===== src/rtl/tssd_pkg.sv =====
package tssd_pkg;

    // Table geometry
    localparam int STOP_TOKENS = 16;
    localparam int NUM_SEQS    = 8;
    localparam int MAX_SEQ_LEN = 8;
    localparam int TOKEN_BITS  = 20;

    // Field widths
    localparam int CMD_BITS      = 2;
    localparam int SLOT_BITS     = 4;
    localparam int POS_BITS      = 3;
    localparam int REASON_BITS   = 2;
    localparam int COUNT_BITS    = 16;
    localparam int EOS_BITS      = 20;
    localparam int CFG_IDX_BITS  = 3;
    localparam int CFG_DATA_BITS = 20;

    // Derived widths
    localparam int STOP_AW  = $clog2(STOP_TOKENS);
    localparam int SEQ_AW   = $clog2(NUM_SEQS);
    localparam int HIST_AW  = $clog2(MAX_SEQ_LEN);
    localparam int LEN_W    = $clog2(MAX_SEQ_LEN + 1);
    localparam int WALK_LEN = (STOP_TOKENS > NUM_SEQS) ? STOP_TOKENS : NUM_SEQS;
    localparam int WALK_W   = $clog2(WALK_LEN);

    typedef enum logic [CMD_BITS-1:0] {
        CMD_TOKEN    = 2'd0,
        CMD_START    = 2'd1,
        CMD_STOP_TOK = 2'd2,
        CMD_STOP_SEQ = 2'd3
    } cmd_t;

    typedef enum logic [REASON_BITS-1:0] {
        FIN_NONE   = 2'd0,
        FIN_STOP   = 2'd1,
        FIN_LENGTH = 2'd2
    } reason_t;

    typedef enum logic [CFG_IDX_BITS-1:0] {
        CFG_IGNORE_EOS    = 3'd0,
        CFG_EOS_TOKEN     = 3'd1,
        CFG_MAX_GENERATED = 3'd2,
        CFG_MAX_TOTAL     = 3'd3,
        CFG_PROMPT_LENGTH = 3'd4
    } cfg_idx_t;

    typedef enum logic [1:0] {
        ST_IDLE,
        ST_WALK,
        ST_LAST,
        ST_DONE
    } state_t;

    // Table write request toward the match unit
    typedef struct packed {
        logic                  stop_we;
        logic                  seq_we;
        logic [SLOT_BITS-1:0]  slot;
        logic [POS_BITS-1:0]   pos;
        logic                  flag;
        logic [TOKEN_BITS-1:0] token;
    } tbl_wr_t;

    // Table walk read control
    typedef struct packed {
        logic              rd_en;
        logic [WALK_W-1:0] rd_idx;
    } walk_t;

endpackage


===== src/rtl/tssd_match.sv =====
module tssd_match (
    input  logic                                                    aclk,
    input  logic                                                    aresetn,
    input  tssd_pkg::tbl_wr_t                                       tbl_wr,
    input  tssd_pkg::walk_t                                         walk,
    input  logic [tssd_pkg::MAX_SEQ_LEN-1:0][tssd_pkg::TOKEN_BITS-1:0] history,
    input  logic [tssd_pkg::LEN_W-1:0]                              fill,
    output logic                                                    cmp_hit
);
    import tssd_pkg::*;

    logic [TOKEN_BITS-1:0]                  stop_mem [STOP_TOKENS];
    logic [MAX_SEQ_LEN-1:0][TOKEN_BITS-1:0] seq_mem  [NUM_SEQS];
    logic                                   stop_valid_reg [STOP_TOKENS];
    logic [LEN_W-1:0]                       seq_len_reg    [NUM_SEQS];

    logic                                   rd_stop_en_reg;
    logic                                   rd_seq_en_reg;
    logic [TOKEN_BITS-1:0]                  stop_rd_reg;
    logic                                   stop_vld_rd_reg;
    logic [MAX_SEQ_LEN-1:0][TOKEN_BITS-1:0] seq_rd_reg;
    logic [LEN_W-1:0]                       len_rd_reg;

    logic             stop_wr_ok;
    logic             seq_wr_ok;
    logic             rd_stop_ok;
    logic             rd_seq_ok;
    logic             lanes_ok;
    logic [LEN_W-1:0] hidx;
    logic             stop_hit;
    logic             seq_hit;

    assign stop_wr_ok = tbl_wr.stop_we && (int'(tbl_wr.slot) < STOP_TOKENS);
    assign seq_wr_ok  = tbl_wr.seq_we && (int'(tbl_wr.slot) < NUM_SEQS)
                        && (int'(tbl_wr.pos) < MAX_SEQ_LEN);
    assign rd_stop_ok = walk.rd_en && (int'(walk.rd_idx) < STOP_TOKENS);
    assign rd_seq_ok  = walk.rd_en && (int'(walk.rd_idx) < NUM_SEQS);

    // Token memories: one write port, one registered read port
    always_ff @(posedge aclk) begin
        if (stop_wr_ok) begin
            stop_mem[tbl_wr.slot[STOP_AW-1:0]] <= tbl_wr.token;
        end
        if (seq_wr_ok) begin
            seq_mem[tbl_wr.slot[SEQ_AW-1:0]][tbl_wr.pos[HIST_AW-1:0]] <= tbl_wr.token;
        end
        stop_rd_reg     <= stop_mem[walk.rd_idx[STOP_AW-1:0]];
        stop_vld_rd_reg <= stop_valid_reg[walk.rd_idx[STOP_AW-1:0]];
        seq_rd_reg      <= seq_mem[walk.rd_idx[SEQ_AW-1:0]];
        len_rd_reg      <= seq_len_reg[walk.rd_idx[SEQ_AW-1:0]];
    end

    always_ff @(posedge aclk) begin
        if (!aresetn) begin
            for (int i = 0; i < STOP_TOKENS; i++) begin
                stop_valid_reg[i] <= 1'b0;
            end
            for (int i = 0; i < NUM_SEQS; i++) begin
                seq_len_reg[i] <= '0;
            end
            rd_stop_en_reg <= 1'b0;
            rd_seq_en_reg  <= 1'b0;
        end else begin
            if (stop_wr_ok) begin
                stop_valid_reg[tbl_wr.slot[STOP_AW-1:0]] <= tbl_wr.flag;
            end
            if (seq_wr_ok && tbl_wr.flag) begin
                seq_len_reg[tbl_wr.slot[SEQ_AW-1:0]] <= LEN_W'(tbl_wr.pos) + LEN_W'(1);
            end
            rd_stop_en_reg <= rd_stop_ok;
            rd_seq_en_reg  <= rd_seq_ok;
        end
    end

    // Sequence position p must equal history entry len-1-p
    always_comb begin
        lanes_ok = 1'b1;
        hidx     = '0;
        for (int p = 0; p < MAX_SEQ_LEN; p++) begin
            hidx = len_rd_reg - LEN_W'(1) - LEN_W'(p);
            if ((LEN_W'(p) < len_rd_reg) && (seq_rd_reg[p] != history[hidx[HIST_AW-1:0]])) begin
                lanes_ok = 1'b0;
            end
        end
    end

    assign seq_hit  = rd_seq_en_reg && (len_rd_reg != '0) && (len_rd_reg <= fill) && lanes_ok;
    assign stop_hit = rd_stop_en_reg && stop_vld_rd_reg && (stop_rd_reg == history[0]);
    assign cmp_hit  = stop_hit | seq_hit;

endmodule


===== src/rtl/token_stream_stop_detector.sv =====
// Token stream stop detector. Each request on the s_ channel carries a command: a token
// (s_cmd token) is appended to an 8-deep history and checked against the end-of-sequence
// token, the 16-entry stop-token table and the 8 stop sequences (matched as a suffix of the
// history), then against the total and generated length limits; it returns one result with
// the finish reason and the saturating token count. Start-request and table-load commands
// return nothing. A token is accepted, then the walk reads the stop-token table memory a
// word a cycle, one step per entry (the stop-sequence memory is read a whole sequence per
// word alongside it), the last read is compared in ST_LAST and the result is loaded into
// the output register once that register is free. The output register holds a result
// until taken while the next request is accepted. There is no clearing pass after reset.
// Configuration writes are accepted at any time (cfg_ready is tied high) and must only be
// issued while no token is in flight.
module token_stream_stop_detector (
    input  logic                                aclk,
    input  logic                                aresetn,
    input  logic                                s_valid,
    output logic                                s_ready,
    input  logic [tssd_pkg::CMD_BITS-1:0]       s_cmd,
    input  logic [tssd_pkg::TOKEN_BITS-1:0]     s_token,
    input  logic [tssd_pkg::SLOT_BITS-1:0]      s_slot,
    input  logic [tssd_pkg::POS_BITS-1:0]       s_position,
    input  logic                                s_flag,
    output logic                                m_valid,
    input  logic                                m_ready,
    output logic [tssd_pkg::REASON_BITS-1:0]    m_finish_reason,
    output logic [tssd_pkg::COUNT_BITS-1:0]     m_tokens_seen,
    input  logic                                cfg_valid,
    output logic                                cfg_ready,
    input  logic [tssd_pkg::CFG_IDX_BITS-1:0]   cfg_index,
    input  logic [tssd_pkg::CFG_DATA_BITS-1:0]  cfg_data
);
    import tssd_pkg::*;

    state_t state_reg, state_next;

    // Configuration registers
    logic                  ignore_eos_reg;
    logic [EOS_BITS-1:0]   eos_reg;
    logic [COUNT_BITS-1:0] max_gen_reg;
    logic [COUNT_BITS-1:0] max_total_reg;
    logic [COUNT_BITS-1:0] prompt_reg;

    // Request state
    logic [MAX_SEQ_LEN-1:0][TOKEN_BITS-1:0] history_reg;
    logic [LEN_W-1:0]                       fill_reg;
    logic [COUNT_BITS-1:0]                  count_reg;
    logic [WALK_W-1:0]                      idx_reg;
    logic                                   hit_reg;

    // Output register
    logic                   m_valid_reg;
    reason_t                m_reason_reg;
    logic [COUNT_BITS-1:0]  m_count_reg;

    logic                  s_fire;
    cmd_t                  cmd;
    logic                  deliver;
    logic                  cmp_hit;
    logic                  limit_hit;
    logic [COUNT_BITS-1:0] gen_count;
    reason_t               reason_next;
    tbl_wr_t               tbl_wr;
    walk_t                 walk;

    assign cmd       = cmd_t'(s_cmd);
    assign s_fire    = s_valid && s_ready;
    assign cfg_ready = 1'b1;

    // Next state
    always_comb begin
        state_next = state_reg;
        unique case (state_reg)
            ST_IDLE: begin
                if (s_fire && (cmd == CMD_TOKEN)) begin
                    state_next = ST_WALK;
                end
            end
            ST_WALK: begin
                if (idx_reg == WALK_W'(WALK_LEN - 1)) begin
                    state_next = ST_LAST;
                end
            end
            ST_LAST: state_next = ST_DONE;
            ST_DONE: begin
                if (deliver) begin
                    state_next = ST_IDLE;
                end
            end
            default: state_next = ST_IDLE;
        endcase
    end

    // FSM outputs: input handshake, table walk, table writes, result delivery
    always_comb begin
        s_ready        = (state_reg == ST_IDLE);
        walk.rd_en     = (state_reg == ST_WALK);
        walk.rd_idx    = idx_reg;
        deliver        = (state_reg == ST_DONE) && (!m_valid_reg || m_ready);
        tbl_wr.stop_we = s_fire && (cmd == CMD_STOP_TOK);
        tbl_wr.seq_we  = s_fire && (cmd == CMD_STOP_SEQ);
        tbl_wr.slot    = s_slot;
        tbl_wr.pos     = s_position;
        tbl_wr.flag    = s_flag;
        tbl_wr.token   = s_token;
    end

    // Length limits against the saturated count; prompt tokens count as zero generated
    always_comb begin
        gen_count = (count_reg > prompt_reg) ? (count_reg - prompt_reg) : '0;
        limit_hit = ((max_total_reg != '0) && (count_reg >= max_total_reg))
                    || ((max_gen_reg != '0) && (gen_count >= max_gen_reg));
        priority if (hit_reg) begin
            reason_next = FIN_STOP;
        end else if (limit_hit) begin
            reason_next = FIN_LENGTH;
        end else begin
            reason_next = FIN_NONE;
        end
    end

    always_ff @(posedge aclk) begin
        if (!aresetn) begin
            state_reg <= ST_IDLE;
        end else begin
            state_reg <= state_next;
        end
    end

    // Configuration writes
    always_ff @(posedge aclk) begin
        if (!aresetn) begin
            ignore_eos_reg <= 1'b0;
            eos_reg        <= '0;
            max_gen_reg    <= '0;
            max_total_reg  <= '0;
            prompt_reg     <= '0;
        end else if (cfg_valid && cfg_ready) begin
            unique case (cfg_idx_t'(cfg_index))
                CFG_IGNORE_EOS:    ignore_eos_reg <= cfg_data[0];
                CFG_EOS_TOKEN:     eos_reg        <= cfg_data[EOS_BITS-1:0];
                CFG_MAX_GENERATED: max_gen_reg    <= cfg_data[COUNT_BITS-1:0];
                CFG_MAX_TOTAL:     max_total_reg  <= cfg_data[COUNT_BITS-1:0];
                CFG_PROMPT_LENGTH: prompt_reg     <= cfg_data[COUNT_BITS-1:0];
                default: ;
            endcase
        end
    end

    // History taps only matter below the fill level, so they need no clear
    always_ff @(posedge aclk) begin
        if (s_fire && (cmd == CMD_TOKEN)) begin
            history_reg <= {history_reg[MAX_SEQ_LEN-2:0], s_token};
        end
    end

    // Fill, count, walk index and the sticky stop hit
    always_ff @(posedge aclk) begin
        if (!aresetn) begin
            fill_reg  <= '0;
            count_reg <= '0;
            idx_reg   <= '0;
            hit_reg   <= 1'b0;
        end else begin
            if (s_fire && (cmd == CMD_START)) begin
                fill_reg  <= '0;
                count_reg <= '0;
            end else if (s_fire && (cmd == CMD_TOKEN)) begin
                if (fill_reg != LEN_W'(MAX_SEQ_LEN)) begin
                    fill_reg <= fill_reg + LEN_W'(1);
                end
                if (count_reg != '1) begin
                    count_reg <= count_reg + COUNT_BITS'(1);
                end
                // seed the hit with the end-of-sequence check
                hit_reg <= !ignore_eos_reg && (s_token == eos_reg[TOKEN_BITS-1:0]);
                idx_reg <= '0;
            end
            if (state_reg != ST_IDLE) begin
                hit_reg <= hit_reg | cmp_hit;
            end
            if (state_reg == ST_WALK) begin
                idx_reg <= idx_reg + WALK_W'(1);
            end
        end
    end

    // Output register: hold the result until taken
    always_ff @(posedge aclk) begin
        if (!aresetn) begin
            m_valid_reg <= 1'b0;
        end else if (deliver) begin
            m_valid_reg <= 1'b1;
        end else if (m_ready) begin
            m_valid_reg <= 1'b0;
        end
    end

    always_ff @(posedge aclk) begin
        if (deliver) begin
            m_reason_reg <= reason_next;
            m_count_reg  <= count_reg;
        end
    end

    assign m_valid         = m_valid_reg;
    assign m_finish_reason = m_reason_reg;
    assign m_tokens_seen   = m_count_reg;

    tssd_match u_match (
        .aclk    (aclk),
        .aresetn (aresetn),
        .tbl_wr  (tbl_wr),
        .walk    (walk),
        .history (history_reg),
        .fill    (fill_reg),
        .cmp_hit (cmp_hit)
    );

    // A token request always starts a table walk
    assert property (@(posedge aclk) disable iff (!aresetn)
        (s_valid && s_ready && (s_cmd == CMD_TOKEN)) |=> (state_reg == ST_WALK))
        else $error("token request did not start a walk");

    // History fill never passes the history depth
    assert property (@(posedge aclk) disable iff (!aresetn)
        (fill_reg <= LEN_W'(MAX_SEQ_LEN)))
        else $error("history fill out of range");

    // A stop hit found during the walk stays set through the walk and the last compare
    assert property (@(posedge aclk) disable iff (!aresetn)
        (((state_reg == ST_WALK) || (state_reg == ST_LAST)) && hit_reg) |=> hit_reg)
        else $error("stop hit lost during walk");

    // A length finish needs at least one limit enabled
    assert property (@(posedge aclk) disable iff (!aresetn)
        (m_valid && (m_finish_reason == FIN_LENGTH))
            |-> ((max_total_reg != '0) || (max_gen_reg != '0)))
        else $error("length finish with no limit set");

endmodule

===== config.mk =====
export PLATFORM = sky130hd
export DESIGN_NAME = token_stream_stop_detector
export DESIGN_NICKNAME = d
export VERILOG_FILES = /design/src/rtl/tssd_pkg.sv /design/src/rtl/tssd_match.sv /design/src/rtl/token_stream_stop_detector.sv
export SDC_FILE = /design/constraint.sdc
export NUM_CORES = 2
export LEC_CHECK = 0
export BUFFER_PORTS_ARGS = -buffer_cell sky130_fd_sc_hd__buf_2
export CORE_MARGIN = 2
export CORE_UTILIZATION = 45
export DETAILED_ROUTE_END_ITERATION = 10
export PLACE_DENSITY = 0.66
export SLEW_MARGIN = 20
export SYNTH_ARGS = -nofsm -noshare
export SYNTH_HDL_FRONTEND = slang
export SYNTH_SLANG_ARGS = --single-unit

===== constraint.sdc =====
create_clock -name aclk -period 12.3 [get_ports aclk]
set_input_delay 2.46 -clock aclk [delete_from_list [all_inputs] [get_ports aclk]]
set_output_delay 2.46 -clock aclk [all_outputs]
set_load 0.005 [all_outputs]

==> impl_metrics.json <==
{
  "holdPathEnd": "prompt_reg[14]",
  "whs_path_depth": 2,
  "drv_cap": 0,
  "postSynthAreaPerCell_um2": 18.7,
  "p_leak_nw": 30.6,
  "rr_endpoint": "hit_reg",
  "ys_ff_latch": 2110,
  "dr.pass1.iters": 8,
  "h-tree-depth": 4,
  "internal-power_mw": 13.3,
  "vias_per_cell": 5.87,
  "r2r-start": "u_match.len_rd_reg[0]",
  "critical_path_required_ns": 13.04,
  "seq_area_um2": 60400,
  "synth-seq-area-share_pct": 70.9,
  "slowest_delay_ns": 1.06,
  "die_width_um": 439,
  "worstPathCellList": "inv_2, ha_4, buf_4, mux2i_1, mux2i_1, xnor2_1, nand4_1, or3_1, a2111oi_0, nand4b_1, o41ai_2",
  "power_mw": 18.3,
  "wirelength_mm": 219,
  "worstPathArrival_ns": 6.85,
  "initial_core_util_pct": 45.3,
  "synth-edff-count": 1810,
  "drc": 22,
  "clk_pin_slew_ns": 0.06,
  "slew_headroom_pct": 19.1,
  "failed_checks": "DRC",
  "crit_top_cell": "mux2i_1",
  "tns_ns": 0,
  "clockPowerShare_pct": 34.7,
  "multiInputGateArea_um2": 23800,
  "async_reset_ff_share_pct": 0,
  "postCtsSetupBuffers": 0,
  "grt_antenna_before_repair": 8,
  "min-delay-path-class": "reg2reg",
  "cts.path.max_buffers": 3,
  "gr-usage-met2_pct": 36.2,
  "grt_overflow": 0,
  "setup-violations-final": 0,
  "cts_root_buf": "clkbuf_16",
  "powerDensity_nw_per_um2": 191,
  "min_period_over_period_pct": 49.7,
  "fp.dieArea_um2": 193000,
  "worst_setup_path_start_kind": "flip-flop",
  "syn_inst": 4539,
  "swShare_pct": 27.5,
  "slew_viol_final": 0,
  "globalRouteMet3Util_pct": 3.38,
  "dieHeight_um": 439,
  "min_from": "prompt_reg[14]",
  "hold_violations": 0,
  "worst_pin_slew_ns": 1.20,
  "drive_above_1_share_pct": 26.9,
  "vias": 43500,
  "pwr-share-seq_pct": 45.0,
  "vdd_drop_max_uv": 184,
  "fin_worst_skew_ns": 0.0754,
  "grt_usage_pct": 22.7,
  "ctsHoldBuffers": 0,
  "endpoint_kind": "flip-flop",
  "cts.sink_count": 2110,
  "post_drt_wl_per_cell_um": 29.5,
  "io_buffers": 77,
  "rr_worst_depth": 11,
  "fmax_mhz": 164,
  "yosys-top-cells-count": "edfxtp_1 (1810), mux4_2 (503), dfxtp_1 (300)",
  "rsz0062_at_grt": "false",
  "yosysWarningCount": 0,
  "cp_slowest_cell": "ha_4",
  "place.gp.congestion": 0.973,
  "power.net_switching_mw": 5.04,
  "largest_reg_flops": 1280,
  "top_usage_layer": "met2",
  "detail_route.iter0.violations": 5135,
  "netlist_area_um2": 85100,
  "period_minus_slack_ns": 6.11,
  "worstSetupPathType": "reg2reg",
  "grt_max_degree": 152,
  "ys_types": 68,
  "synth.area.top_cells": "edfxtp_1 (64%), mux4_2 (13%), dfxtp_1 (7.1%)",
  "p_comb_share_pct": 20.3,
  "insertion_delay_ns": 0.87,
  "core_um2": 188000,
  "cts_buffers": 206,
  "worstPathMaxFanout": 72,
  "yosysMostFrequentCell": "edfxtp_1",
  "area_growth_pct": 12.8,
  "grt_pass1_vias": 42900,
  "dpl.hpwl_mm": 138,
  "hold_slack_ns": 0.455,
  "fillers": 14900,
  "synthDominantCellAreaShare_pct": 63.9,
  "nets": 4845,
  "io_pins": 79,
  "synth_area_leader_cell": "edfxtp_1",
  "cts_tree": "built",
  "syn-num-nets": 4662,
  "synth-main-ff-cell": "edfxtp_1",
  "postRouteAntennaNets": 0,
  "post_cts_resized": 0,
  "rows": 159,
  "status": "finished with violations",
  "use_met1_pct": 32.3,
  "r2r_slack_ns": 6.19,
  "grt_pass1_wl_mm": 313
}
## layout by cell type, fill, tap and decap left out, types with 7 or more instances in the layout
| cell | synthesis | final |
|---|---|---|
| a21o_1 | 19 | 19 |
| a21oi_1 | 115 | 115 |
| a22oi_1 | 32 | 32 |
| and3_1 | 10 | 10 |
| buf_2 | 31 | 57 |
| buf_4 | 15 | 143 |
| bufinv_16 | 0 | 16 |
| clkbuf_1 | 136 | 61 |
| clkbuf_16 | 0 | 210 |
| clkbuf_8 | 0 | 17 |
| clkinv_1 | 0 | 27 |
| clkinv_2 | 0 | 33 |
| dfxtp_1 | 300 | 295 |
| edfxtp_1 | 1810 | 1810 |
| ha_1 | 64 | 63 |
| inv_1 | 73 | 72 |
| inv_6 | 0 | 7 |
| mux2_1 | 12 | 12 |
| mux2_2 | 198 | 198 |
| mux2i_1 | 222 | 222 |
| mux4_2 | 503 | 503 |
| nand2_1 | 200 | 200 |
| nand3_1 | 36 | 36 |
| nand4_1 | 39 | 39 |
| nor2_1 | 180 | 99 |
| nor2_2 | 1 | 62 |
| nor2_4 | 0 | 20 |
| nor2b_1 | 14 | 12 |
| nor3_1 | 24 | 24 |
| nor4_1 | 34 | 34 |
| o21ai_0 | 48 | 47 |
| o221ai_1 | 23 | 23 |
| o22ai_1 | 11 | 11 |
| or3_1 | 7 | 7 |
| xnor2_1 | 143 | 142 |
| xor2_1 | 114 | 114 |
## stage by stage
step                      std cells  util (%)  instance area [um^2]  worst slack, ns
final                          7405      51.1                 95900             6.19
after global routing           7403      51.1                 95900             5.96
after CTS                      7402      51.0                 95900             6.32
after detailed placement       7009      47.4                 89000             5.77
after global placement         7009      47.4                 88900             6.03
after floorplan                4539         -                 85100             5.84
## cells by family after synthesis
| family | Yosys count | synth area share (%) |
|---|---|---|
| xor gates and xnor gates | 259 | 2.69 |
| buffers and inverters | 306 | 1.51 |
| other | 1 | 0.00441 |
| muxes | 936 | 18.7 |
| and+or+nand+nor | 576 | 3.07 |
| AOI/OAI and AO/OA | 286 | 2.09 |
| DFF | 2110 | 70.9 |
| adders and majority gates | 65 | 0.965 |
## cell type report
cell class              count  area share (%)
inverters                  75           0.299
multi-input cells        2123            24.8
flip-flops and latches   2110            62.9
repair buffers            206            1.53
well taps                2495            3.25
clock inverters           105            1.22
clock buffers             288            5.96
diodes                      3         0.00783
## worst max path at each step
stage	from	endpoint	slack, ns	cells past startpoint
final	u_match.len_rd_reg[0]	hit_reg	6.19	11
after global routing	u_match.len_rd_reg[0]	hit_reg	5.96	11
after detailed placement	s_cmd[1]	hit_reg	5.77	11
after CTS	u_match.len_rd_reg[0]	hit_reg	6.32	13
after global placement	s_cmd[1]	hit_reg	6.03	11
after floorplan	s_cmd[1]	hit_reg	5.84	11
## critical path, delay by kind of cell (launching register included)
family / cells / cell delay (ns)
adders and majority gates: 1 / 1.06
buffers and inverters: 2 / 1.38
xor gates and xnor gates: 1 / 0.21
muxes: 2 / 0.98
DFF: 1 / 0.64
AOI/OAI and AO/OA: 2 / 0.89
and+or+nand+nor: 3 / 0.72
## power groups by stage
stage | registers [mW] | logic, mW | clock network (mW)
floorplan | 8.22 | 2.73 | 0
global placement | 8.39 | 3.69 | 0
detailed placement | 8.39 | 3.70 | 0
CTS | 8.24 | 3.72 | 6.47
global route | 8.25 | 3.93 | 6.74
finish | 8.24 | 3.71 | 6.36
## routing by layer
metal	routed length, um	vias to the layer above
met5	9	-
met4	6930	2
met3	14700	294
met2	105000	1729
met1	92000	22900
li1	-	18500
Note: power is estimated with default switching activity, not from simulation.
